<file path="src/rtl/core/b64c_pkg.sv">
`default_nettype none

package b64c_pkg;

   // Direction register codes.
   localparam logic DIR_ENCODE = 1'b0;
   localparam logic DIR_DECODE = 1'b1;

   // Base64 pad character and the marker for a character outside the alphabet.
   localparam logic [7:0] PAD_CHAR       = 8'h3D;
   localparam logic [6:0] INVALID_SEXTET = 7'd64;

   // Results one request can produce, and the width of a result index.
   localparam int unsigned MAX_RESULTS = 4;
   localparam int unsigned RESULT_IDX_W = $clog2(MAX_RESULTS);

   // Message state carried from one request to the next.
   typedef struct packed {
      logic [11:0] acc;
      logic [3:0]  cnt;
      logic [1:0]  cmf;
      logic        stopped;
   } codec_state_type;

   // All results produced by one request.
   typedef struct packed {
      logic [MAX_RESULTS-1:0][7:0]  bytes;
      logic [MAX_RESULTS-1:0]       has;
      logic [RESULT_IDX_W-1:0]      last_idx;
      logic                         eom;
   } result_bundle_type;

   // Alphabet character for a 6-bit value.
   function automatic logic [7:0] alphabet_char(input logic [5:0] v);
      logic [7:0] ch;
      if (v < 6'd26) begin
         ch = 8'h41 + {2'b00, v};
      end else if (v < 6'd52) begin
         ch = 8'h61 + {2'b00, v - 6'd26};
      end else if (v < 6'd62) begin
         ch = 8'h30 + {2'b00, v - 6'd52};
      end else if (v == 6'd62) begin
         ch = 8'h2B;
      end else begin
         ch = 8'h2F;
      end
      return ch;
   endfunction

   // 6-bit value of an alphabet character, or INVALID_SEXTET outside the alphabet.
   function automatic logic [6:0] sextet(input logic [7:0] c);
      logic [6:0] v;
      if (c >= 8'h41 && c <= 8'h5A) begin
         v = 7'(c - 8'h41);
      end else if (c >= 8'h61 && c <= 8'h7A) begin
         v = 7'(c - 8'h61) + 7'd26;
      end else if (c >= 8'h30 && c <= 8'h39) begin
         v = 7'(c - 8'h30) + 7'd52;
      end else if (c == 8'h2B) begin
         v = 7'd62;
      end else if (c == 8'h2F) begin
         v = 7'd63;
      end else begin
         v = INVALID_SEXTET;
      end
      return v;
   endfunction

endpackage

`default_nettype wire

</file>
<file path="src/rtl/core/b64c_step.sv">
`default_nettype none

// Combinational work for one request: produces up to four results and the
// message state that follows.
module b64c_step import b64c_pkg::*; (
   input  wire logic              direction,
   input  wire codec_state_type   state,
   input  wire logic [7:0]        data_byte,
   input  wire logic              end_of_message,
   output result_bundle_type      bundle,
   output logic                   emit,
   output codec_state_type        next_state
);

   logic [11:0]                  acc_v;
   logic [4:0]                   bc_v;
   logic [1:0]                   cmf_v;
   logic                         stop_v;
   logic [2:0]                   n_v;
   logic [MAX_RESULTS-1:0][7:0]  bytes_v;
   logic [MAX_RESULTS-1:0]       has_v;
   logic [6:0]                   sx_v;
   logic [7:0]                   ch_v;

   always_comb begin
      acc_v   = state.acc;
      bc_v    = {1'b0, state.cnt};
      cmf_v   = state.cmf;
      stop_v  = state.stopped;
      n_v     = 3'd0;
      bytes_v = '0;
      has_v   = '0;
      sx_v    = 7'd0;
      ch_v    = 8'd0;

      if (direction == DIR_ENCODE) begin
         // Append the byte, then emit every complete sextet.
         acc_v = {state.acc[3:0], data_byte};
         bc_v  = {1'b0, state.cnt} + 5'd8;
         for (int k = 0; k < 2; k++) begin
            if (bc_v >= 5'd6 && bc_v <= 5'd12) begin
               ch_v = alphabet_char(6'(acc_v >> (bc_v - 5'd6)));
               if (n_v < 3'd4) begin
                  bytes_v[n_v[1:0]] = ch_v;
                  has_v[n_v[1:0]]   = 1'b1;
                  n_v               = n_v + 3'd1;
               end
               cmf_v = cmf_v + 2'd1;
               bc_v  = bc_v - 5'd6;
               acc_v = acc_v & ((12'd1 << bc_v) - 12'd1);
            end
         end
         if (bc_v > 5'd12) begin
            bc_v = 5'd0;
         end
         if (end_of_message) begin
            // Flush the leftover bits as one more character.
            if (bc_v > 5'd0 && bc_v < 5'd6) begin
               ch_v = alphabet_char(6'(acc_v << (5'd6 - bc_v)));
               if (n_v < 3'd4) begin
                  bytes_v[n_v[1:0]] = ch_v;
                  has_v[n_v[1:0]]   = 1'b1;
                  n_v               = n_v + 3'd1;
               end
               cmf_v = cmf_v + 2'd1;
            end
            // Pad to a multiple of four characters.
            for (int k = 0; k < 3; k++) begin
               if (cmf_v != 2'd0 && n_v < 3'd4) begin
                  bytes_v[n_v[1:0]] = PAD_CHAR;
                  has_v[n_v[1:0]]   = 1'b1;
                  n_v               = n_v + 3'd1;
                  cmf_v             = cmf_v + 2'd1;
               end
            end
         end
      end else if (!state.stopped) begin
         // Decode one character; anything outside the alphabet stops decoding.
         sx_v = sextet(data_byte);
         if (sx_v == INVALID_SEXTET) begin
            stop_v = 1'b1;
         end else begin
            acc_v = {state.acc[5:0], sx_v[5:0]};
            bc_v  = {1'b0, state.cnt} + 5'd6;
            if (bc_v >= 5'd8 && bc_v <= 5'd12) begin
               bytes_v[0] = 8'(acc_v >> (bc_v - 5'd8));
               has_v[0]   = 1'b1;
               n_v        = 3'd1;
               bc_v       = bc_v - 5'd8;
               acc_v      = acc_v & ((12'd1 << bc_v) - 12'd1);
            end
            if (bc_v > 5'd12) begin
               bc_v = 5'd0;
            end
         end
      end

      // The last request always yields a result; an empty end marker if needed.
      if (end_of_message && n_v == 3'd0) begin
         n_v = 3'd1;
      end

      emit              = (n_v != 3'd0);
      bundle.bytes      = bytes_v;
      bundle.has        = has_v;
      bundle.last_idx   = RESULT_IDX_W'(n_v - 3'd1);
      bundle.eom        = end_of_message;

      if (end_of_message) begin
         next_state = '0;
      end else begin
         next_state.acc     = acc_v;
         next_state.cnt     = bc_v[3:0];
         next_state.cmf     = cmf_v;
         next_state.stopped = stop_v;
      end
   end

endmodule

`default_nettype wire

</file>
<file path="src/rtl/core/b64c_out_buffer.sv">
`default_nettype none

// Result register: holds the results of one request and sends them out one
// per cycle while rsp_tready is high.
module b64c_out_buffer import b64c_pkg::*; (
   input  wire logic               clock,
   input  wire logic               reset,
   input  wire logic               load_valid,
   input  wire result_bundle_type  load_bundle,
   output logic                    load_ready,
   output logic                    rsp_tvalid,
   input  wire logic               rsp_tready,
   output logic [7:0]              rsp_tdata,   // out_byte[7:0]
   output logic                    rsp_tuser,   // has_byte
   output logic                    rsp_tlast    // out_last
);

   logic                     valid_ff, valid_in;
   logic [RESULT_IDX_W-1:0]  idx_ff, idx_in;
   result_bundle_type        bundle_ff, bundle_in;
   logic                     take;
   logic                     final_slot;
   logic                     drain;
   logic                     load;

   // Handshake bookkeeping.
   always_comb begin
      final_slot = (idx_ff == bundle_ff.last_idx);
      take       = valid_ff & rsp_tready;
      drain      = take & final_slot;
      load_ready = !valid_ff | drain;
      load       = load_valid & load_ready;
   end

   // Next buffer contents.
   always_comb begin
      valid_in  = valid_ff;
      idx_in    = idx_ff;
      bundle_in = bundle_ff;
      if (load) begin
         valid_in  = 1'b1;
         idx_in    = '0;
         bundle_in = load_bundle;
      end else if (drain) begin
         valid_in = 1'b0;
      end else if (take) begin
         idx_in = idx_ff + RESULT_IDX_W'(1);
      end
   end

   always_ff @(posedge clock) begin
      if (reset) begin
         valid_ff <= 1'b0;
         idx_ff   <= '0;
      end else begin
         valid_ff <= valid_in;
         idx_ff   <= idx_in;
      end
   end

   always_ff @(posedge clock) begin
      bundle_ff <= bundle_in;
   end

   // Present the current result.
   assign rsp_tvalid = valid_ff;
   assign rsp_tdata  = bundle_ff.bytes[idx_ff];
   assign rsp_tuser  = bundle_ff.has[idx_ff];
   assign rsp_tlast  = bundle_ff.eom & final_slot;

endmodule

`default_nettype wire

</file>
<file path="src/rtl/core/base64_stream_codec_unit.sv">
`default_nettype none

// Streaming base64 codec with the standard alphabet, one message byte per
// request. The direction register picks encode (0) or decode (1); writing it
// also abandons any message in progress, so write it only between messages.
// A request waits in an input register until its results fit in a result
// register, and the next request is taken in the same cycle that it moves
// on; results go out one per cycle from the result register while the
// output is not stalled. Each request gives zero to four results (encode:
// one or two characters, plus flush and '=' padding on the last byte;
// decode: zero or one byte), so the output channel sets the sustained rate:
// about four results per three bytes when encoding, at most one per
// request when decoding. The last request of a message always gives a
// result with tlast set; tuser low marks an empty end marker. Decoding stops
// at the first character outside the alphabet, '=' included, until the
// message ends.
module base64_stream_codec_unit import b64c_pkg::*; (
   input  wire logic        clock,
   input  wire logic        reset,
   input  wire logic        csr_write_enable,
   input  wire logic        csr_write_data,   // direction
   input  wire logic        req_tvalid,
   output logic             req_tready,
   input  wire logic [7:0]  req_tdata,        // data_byte[7:0]
   input  wire logic        req_tlast,        // end_of_message
   output logic             rsp_tvalid,
   input  wire logic        rsp_tready,
   output logic [7:0]       rsp_tdata,        // out_byte[7:0]
   output logic             rsp_tuser,        // has_byte
   output logic             rsp_tlast         // out_last
);

   logic               direction_ff, direction_in;
   codec_state_type    state_ff, state_in;
   logic               req_valid_ff, req_valid_in;
   logic [7:0]         req_byte_ff, req_byte_in;
   logic               req_eom_ff, req_eom_in;
   result_bundle_type  step_bundle;
   logic               step_emit;
   codec_state_type    step_state;
   logic               load_ready;
   logic               advance;

   b64c_step u_step (
      .direction      (direction_ff),
      .state          (state_ff),
      .data_byte      (req_byte_ff),
      .end_of_message (req_eom_ff),
      .bundle         (step_bundle),
      .emit           (step_emit),
      .next_state     (step_state)
   );

   b64c_out_buffer u_out_buffer (
      .clock       (clock),
      .reset       (reset),
      .load_valid  (req_valid_ff & step_emit),
      .load_bundle (step_bundle),
      .load_ready  (load_ready),
      .rsp_tvalid  (rsp_tvalid),
      .rsp_tready  (rsp_tready),
      .rsp_tdata   (rsp_tdata),
      .rsp_tuser   (rsp_tuser),
      .rsp_tlast   (rsp_tlast)
   );

   // The held request moves on when its results fit in the result register.
   assign advance    = req_valid_ff & (!step_emit | load_ready);
   assign req_tready = !req_valid_ff | advance;

   // Input register.
   always_comb begin
      req_valid_in = req_tready ? req_tvalid : req_valid_ff;
      req_byte_in  = req_byte_ff;
      req_eom_in   = req_eom_ff;
      if (req_tvalid && req_tready) begin
         req_byte_in = req_tdata;
         req_eom_in  = req_tlast;
      end
   end

   // Direction register and message state.
   always_comb begin
      direction_in = direction_ff;
      state_in     = state_ff;
      if (csr_write_enable) begin
         direction_in = csr_write_data;
         state_in     = '0;
      end else if (advance) begin
         state_in = step_state;
      end
   end

   always_ff @(posedge clock) begin
      if (reset) begin
         req_valid_ff <= 1'b0;
         direction_ff <= DIR_ENCODE;
         state_ff     <= '0;
      end else begin
         req_valid_ff <= req_valid_in;
         direction_ff <= direction_in;
         state_ff     <= state_in;
      end
   end

   always_ff @(posedge clock) begin
      req_byte_ff <= req_byte_in;
      req_eom_ff  <= req_eom_in;
   end

endmodule

`default_nettype wire
</file>
<file path="config.mk">
export PLATFORM = sky130hd
export DESIGN_NAME = base64_stream_codec_unit
export DESIGN_NICKNAME = d
export VERILOG_FILES = /design/src/rtl/core/b64c_pkg.sv /design/src/rtl/core/b64c_step.sv /design/src/rtl/core/b64c_out_buffer.sv /design/src/rtl/core/base64_stream_codec_unit.sv
export SDC_FILE = /design/constraint.sdc
export NUM_CORES = 1
export LEC_CHECK = 0
export BUFFER_PORTS_ARGS = -buffer_cell sky130_fd_sc_hd__buf_4
export CAP_MARGIN = 20
export CORE_UTILIZATION = 40
export DETAILED_ROUTE_END_ITERATION = 8
export GPL_TIMING_DRIVEN = 1
export PLACE_DENSITY = 0.55
export SYNTH_ARGS = -nofsm -noshare
export SYNTH_HDL_FRONTEND = slang
export SYNTH_SLANG_ARGS = --single-unit
</file>
<file path="constraint.sdc">
create_clock -name clock -period 14.2 [get_ports clock]
set_input_delay 2.84 -clock clock [delete_from_list [all_inputs] [get_ports clock]]
set_output_delay 2.84 -clock clock [all_outputs]
set_load 0.05 [all_outputs]
</file>
==> results.json, run 1 <==
{
  "clkTransAtPathRegs_ns": 0.06,
  "place.gp.congestion": 0.9428,
  "clkLatencyLatePin_ns": 0.34,
  "cts-buffers-inserted": 9,
  "tritoncts": "done",
  "ys_top_cells_by_area": "edfxtp_1 (16%), ha_1 (9.7%), nand2_1 (4.5%)",
  "fin_crit_ns": 13.26,
  "hpwlAfterDp_um": 23470,
  "critPathRequiredTime_ns": 11.36,
  "vias_per_cell": 6.369,
  "portBuffers": 26,
  "hp-start": "state_ff[11]",
  "grt_pass1_vias": 8509,
  "timing.rr.end": "u_out_buffer.bundle_ff[22]",
  "synth_top_area_cell": "edfxtp_1",
  "htreeDepth": 3,
  "skew_ns": 0.01147,
  "rsz0062_at_grt": "no",
  "synth_common_cells": "nand2_1 (112), nor2_1 (94), o21ai_0 (80), ha_1 (72), a21oi_1 (66)",
  "drv_cap": 0,
  "num_antenna_cells": 0,
  "rows": 55,
  "start_util": 0.4083,
  "synth-main-ff-cell": "edfxtp_1",
  "synth-seq-cells": 66,
  "slew_headroom": 0.1396,
  "r2r-start": "state_ff[4]",
  "ctsLongestPathBuffers": 2,
  "globalRouteOverflowTotal": 0,
  "dieArea_um2": 23790,
  "crit_fanout": 16,
  "postRouteAntennaNets": 0,
  "syn_avg_cell_area_um2": 7.953,
  "critPathSlowestCell": "nor2_1",
  "antenna_found_initial": 0,
  "drtIter0Drc": 1226,
  "async_flop_share": 0,
  "grt_usage": 0.2614,
  "synth_area_um2": 9273,
  "cts_root_buf": "clkbuf_16",
  "hold_violations": 0,
  "synth_nets": 1254,
  "finalSetupTns_ns": 0,
  "min_period_over_period": 0.9339,
  "worstMarginPinSlew_ns": 1.274,
  "ys_seq_area_frac": 0.1943,
  "synth_cells": 1166,
  "layout.nets": 1242,
  "drive_above_1_share": 0.1148,
  "holdPathEnd": "state_ff[11]",
  "area_growth_pct": 7.732,
  "status": "completed",
  "postCtsHoldBufs": 0,
  "max_stage_delay_ns": 0.60,
  "die_h_um": 154.3,
  "drtPass1Iterations": 7,
  "ctsResizeCount": 0,
  "placed_cell_area_um2": 9666,
  "vias": 9197,
  "maxSlewViolCount": 0,
  "critPathKind": "reg2out",
  "report.final.setup_viol": 0,
  "yosysWarnings": 0,
  "synth-edff-count": 48,
  "post_cts_buffers": 0,
  "p_per_area_nw_per_um2": 192.9,
  "synth_most_common_cell": "nand2_1",
  "r2r_setup_slack_ns": 3.03,
  "wl_um": 30970,
  "critPathCaptureType": "output port",
  "hold_path_class": "reg2reg",
  "grt_pass1_wl_um": 48620,
  "ir_drop_mv": 0.1653,
  "fmaxAchievable_mhz": 75.41,
  "critPathArrivalTime_ns": 10.42,
  "power_uw": 1927,
  "drcViolationCount": 0,
  "grt_max_degree": 53,
  "avgRoutedWirePerCell_um": 21.44,
  "synth_top_area_frac": 0.1554,
  "crit_top_cell": "ha_1",
  "core-area_um2": 22710,
  "dieWidth_um": 154.3,
  "hold_depth": 2,
  "total_leakage_power_uw": 0.003786,
  "rr_worst_depth": 32,
  "yosysUniqueCellTypes": 93,
  "io_pins": 27,
  "final_area_um2": 9990,
  "holdWs_ns": 0.5002,
  "worstSetupStartpointType": "register",
  "cts_num_sinks": 66
}
## final cells by class
cell class / instances / area (µm²)
Multi-Input combinational cell: 963 / 6918
Clock buffer: 9 / 225.2
Tap cell: 285 / 356.6
Fill cell: 2330 / 12720
Clock inverter: 7 / 76.32
Timing Repair Buffer: 48 / 360.3
Sequential cell: 66 / 1803
Inverter: 66 / 250.2
## worst max-delay path, delay by kind of cell, from the launching register on
family	cells	cell delay (ns)
buffers and inverters	6	1.74
flip-flops	1	0.33
adder cells (fa/ha/maj)	6	1.91
XOR/XNOR	1	0.14
AND/OR/NAND/NOR	8	2.24
AO/OA/AOI/OAI	8	2.63
multiplexers	3	1.08
## kinds of logic after synthesis
group | after synthesis | synth area share
DFF | 66 | 0.1943
xor gates and xnor gates | 46 | 0.04345
muxes | 66 | 0.09499
buffers and inverters | 137 | 0.05964
and+or+nand+nor | 400 | 0.2147
AOI/OAI and AO/OA | 378 | 0.2936
adders and majority gates | 73 | 0.09931
## per-layer routing
metal  wire length (µm)  track usage  part of all wire  up-vias
li1                   -            -                 -     4377
met2              13720       0.4063              0.44      325
met4                554      0.05893             0.018        0
met5                  0            0                 0        -
met1              14560       0.3737              0.47     4455
met3               2136      0.04903             0.069       40
## state kept, by name, summed over array words and instances, names as in the netlist
name                     flops
u_out_buffer.bundle_ff      39
state_ff                    13
req_byte_ff                  8
u_out_buffer.idx_ff          2
direction_ff                 1
req_eom_ff                   1
req_valid_ff                 1
u_out_buffer.rsp_tvalid      1
## per-stage QoR
stage | setup WS, ns | utilization | instances
2_1_floorplan | 2.694 | - | 1166
3_3_place_gp | 1.799 | 0.4253 | 1424
3_5_place_dp | 1.528 | 0.4256 | 1425
4_1_cts | 1.104 | 0.4389 | 1441
5_1_grt | 0.06841 | 0.4399 | 1444
6_report | 0.9384 | 0.4399 | 1444
## cell usage in the layout (no fill, tap or decap), types with 17 or more instances in the layout
cell	count
ha_1	72
nand2b_1	18
xnor2_1	27
buf_4	46
nor2_1	94
edfxtp_1	48
nor2b_1	21
nor3_1	32
nand2_1	112
a211oi_1	18
mux2i_1	37
a21oi_1	66
xor2_1	19
inv_1	60
dfxtp_1	17
o211ai_1	23
and2_1	17
nand3_1	35
o21ai_0	80
## power by group
part           total [µW]  internal [µW]  switching, µW
logic                1330            508            823
clock network         235            137           97.5
registers             361            327           34.2
total                1930            972            955
## how the worst max path moves through the flow
stage,start,to,slack [ns]
finish,state_ff[4],req_tready,0.94
global route,state_ff[4],req_tready,0.07
CTS,state_ff[4],req_tready,1.10
detailed placement,state_ff[4],req_tready,1.53
global placement,state_ff[4],req_tready,1.80
floorplan,state_ff[4],req_tready,2.69
Power figures use the tool's default switching activity.
==> run 2, diff against run 1 <==
- CORE_UTILIZATION: 40 -> 51
- CTS_CLUSTER_SIZE: not set -> 10
- PLACE_DENSITY: 0.55 -> 0.67
==> results.json, run 2 (same netlist as run 1, synthesis figures left out) <==
{
  "status": "completed",
  "grtUsageMet1": 0.4549,
  "area_growth_pct": 6.544,
  "drv_cap": 0,
  "crit_fanout": 16,
  "ctsLongestPathBuffers": 2,
  "cts-buffers-inserted": 9,
  "cts_root_buf": "clkbuf_16",
  "ir_drop_mv": 0.1721,
  "dieWidth_um": 136.8,
  "drtPass1Iterations": 6,
  "drive_above_1_share": 0.1109,
  "fin_crit_ns": 13.16,
  "rows": 48,
  "maxSlewViolCount": 0,
  "critPathSlowestCell": "a31oi_1",
  "vias_per_cell": 6.819,
  "final_common_cell": "nand2_1",
  "grt_usage": 0.3225,
  "avgRoutedWirePerCell_um": 21.48,
  "grt_pass1_wl_um": 46710,
  "critPathCaptureType": "output port",
  "vias": 9403,
  "most-common-layout-cells": "nand2_1 (112), nor2_1 (94), o21ai_0 (80)",
  "rsz0062_at_grt": "no",
  "drcViolationCount": 0,
  "finalSetupTns_ns": 0,
  "clkTransAtPathRegs_ns": 0.06,
  "critPathRequiredTime_ns": 11.36,
  "hold_path_class": "reg2reg",
  "io_pins": 27,
  "ff_latch_area_um2": 1803,
  "skew_ns": 0.007981,
  "grtUsageMet2": 0.4966,
  "clkLatencyLatePin_ns": 0.34,
  "layout.nets": 1237,
  "cts_num_sinks": 66,
  "drtIter0Drc": 1171,
  "dieArea_um2": 18730,
  "grt_pass1_vias": 8518,
  "max_stage_delay_ns": 0.61,
  "globalRouteOverflowTotal": 0,
  "tritoncts": "done",
  "htreeDepth": 3,
  "top_usage_layer": "met2",
  "pre_cts_slack_ns": 1.595,
  "postRouteAntennaNets": 0,
  "wl_um": 29620,
  "place.gp.congestion": 0.9534,
  "die_h_um": 136.8,
  "holdWs_ns": 0.5072,
  "largest_reg_flops": 39,
  "fin_util": 0.5634,
  "num_antenna_cells": 0,
  "use_met3": 0.04519,
  "start_util": 0.5288,
  "crit_top_cell": "ha_1",
  "ctsResizeCount": 0,
  "critPathArrivalTime_ns": 10.32,
  "nFillCells": 1675,
  "portBuffers": 26,
  "core-area_um2": 17540,
  "critPathKind": "reg2out",
  "total_leakage_power_uw": 0.003763,
  "worstMarginPinSlew_ns": 1.134,
  "p_per_area_nw_per_um2": 195.3,
  "hold_violations": 0,
  "timing.final.ws_setup_ns": 1.042,
  "multi_input_area_um2": 6918,
  "slew_headroom": 0.2377,
  "report.final.setup_viol": 0,
  "fmaxAchievable_mhz": 76.00,
  "antenna_found_initial": 0,
  "postCtsHoldBufs": 0,
  "grt_max_degree": 55,
  "largestRegisters": "u_out_buffer.bundle_ff (39), state_ff (13), req_byte_ff (8)",
  "min_period_over_period": 0.9266,
  "post_cts_buffers": 0,
  "regMostFlops": "u_out_buffer.bundle_ff",
  "worstSetupStartpointType": "register",
  "hpwlAfterDp_um": 22360
}
[run 2: changes by cell type in the layout (fill, tap and decap cells not counted), sizes merged]
cell,previous run,this run
inv,64,63
clkinv,6,7
clkbuf,11,9
buf,46,43
[run 2: metrics by stage]
stage          std cells  total power [µW]  cell area (µm²)
6_report            1379              1930             9879
3_3_place_gp        1361              1650             9560
5_1_grt             1379              2073             9879
3_5_place_dp        1361              1673             9560
4_1_cts             1377              1913             9864
2_1_floorplan       1166              1365             9273
[run 2: area by class of cell]
class / count / share of cell area
flip-flops and latches: 66 / 0.1825
clock inverters: 7 / 0.007979
multi-input cells: 963 / 0.7002
inverters: 66 / 0.02533
well taps: 225 / 0.02850
repair buffers: 43 / 0.03267
clock buffers: 9 / 0.02280
[run 2: report_power, final]
group | switching [µW] | internal (µW) | leakage [µW] | total, µW
Sequential | 34.7 | 327 | 0.000606 | 362
Combinational | 826 | 505 | 0.00301 | 1330
Clock | 98.8 | 138 | 0.000144 | 236
[run 2: path summary, 6_finish.rpt]
path | from | end | slack (ns) | depth (start not counted)
setup / recovery | state_ff[4] | req_tready | 1.04 | 32
hold / removal | state_ff[11] | state_ff[11] | 0.51 | 2
setup reg to reg | state_ff[4] | u_out_buffer.bundle_ff[29] | 3.25 | 32
hold reg to reg | state_ff[11] | state_ff[11] | 0.51 | 2
[run 2: worst max-delay path, delay by kind of cell (launching register included)]
kind                       cells  cell delay [ns]
AOI/OAI and AO/OA              8             2.57
and+or+nand+nor                8             2.20
adders and majority gates      6             1.94
buffers and inverters          6             1.69
muxes                          3             1.07
DFF                            1             0.34
xor gates and xnor gates       1             0.15
[run 2: per-layer routing]
| metal | up-vias | share of wire |
|---|---|---|
| met5 | - | 0 |
| met4 | 0 | 0.035 |
| met3 | 80 | 0.085 |
| met2 | 480 | 0.44 |
| met1 | 4486 | 0.44 |
| li1 | 4357 | - |
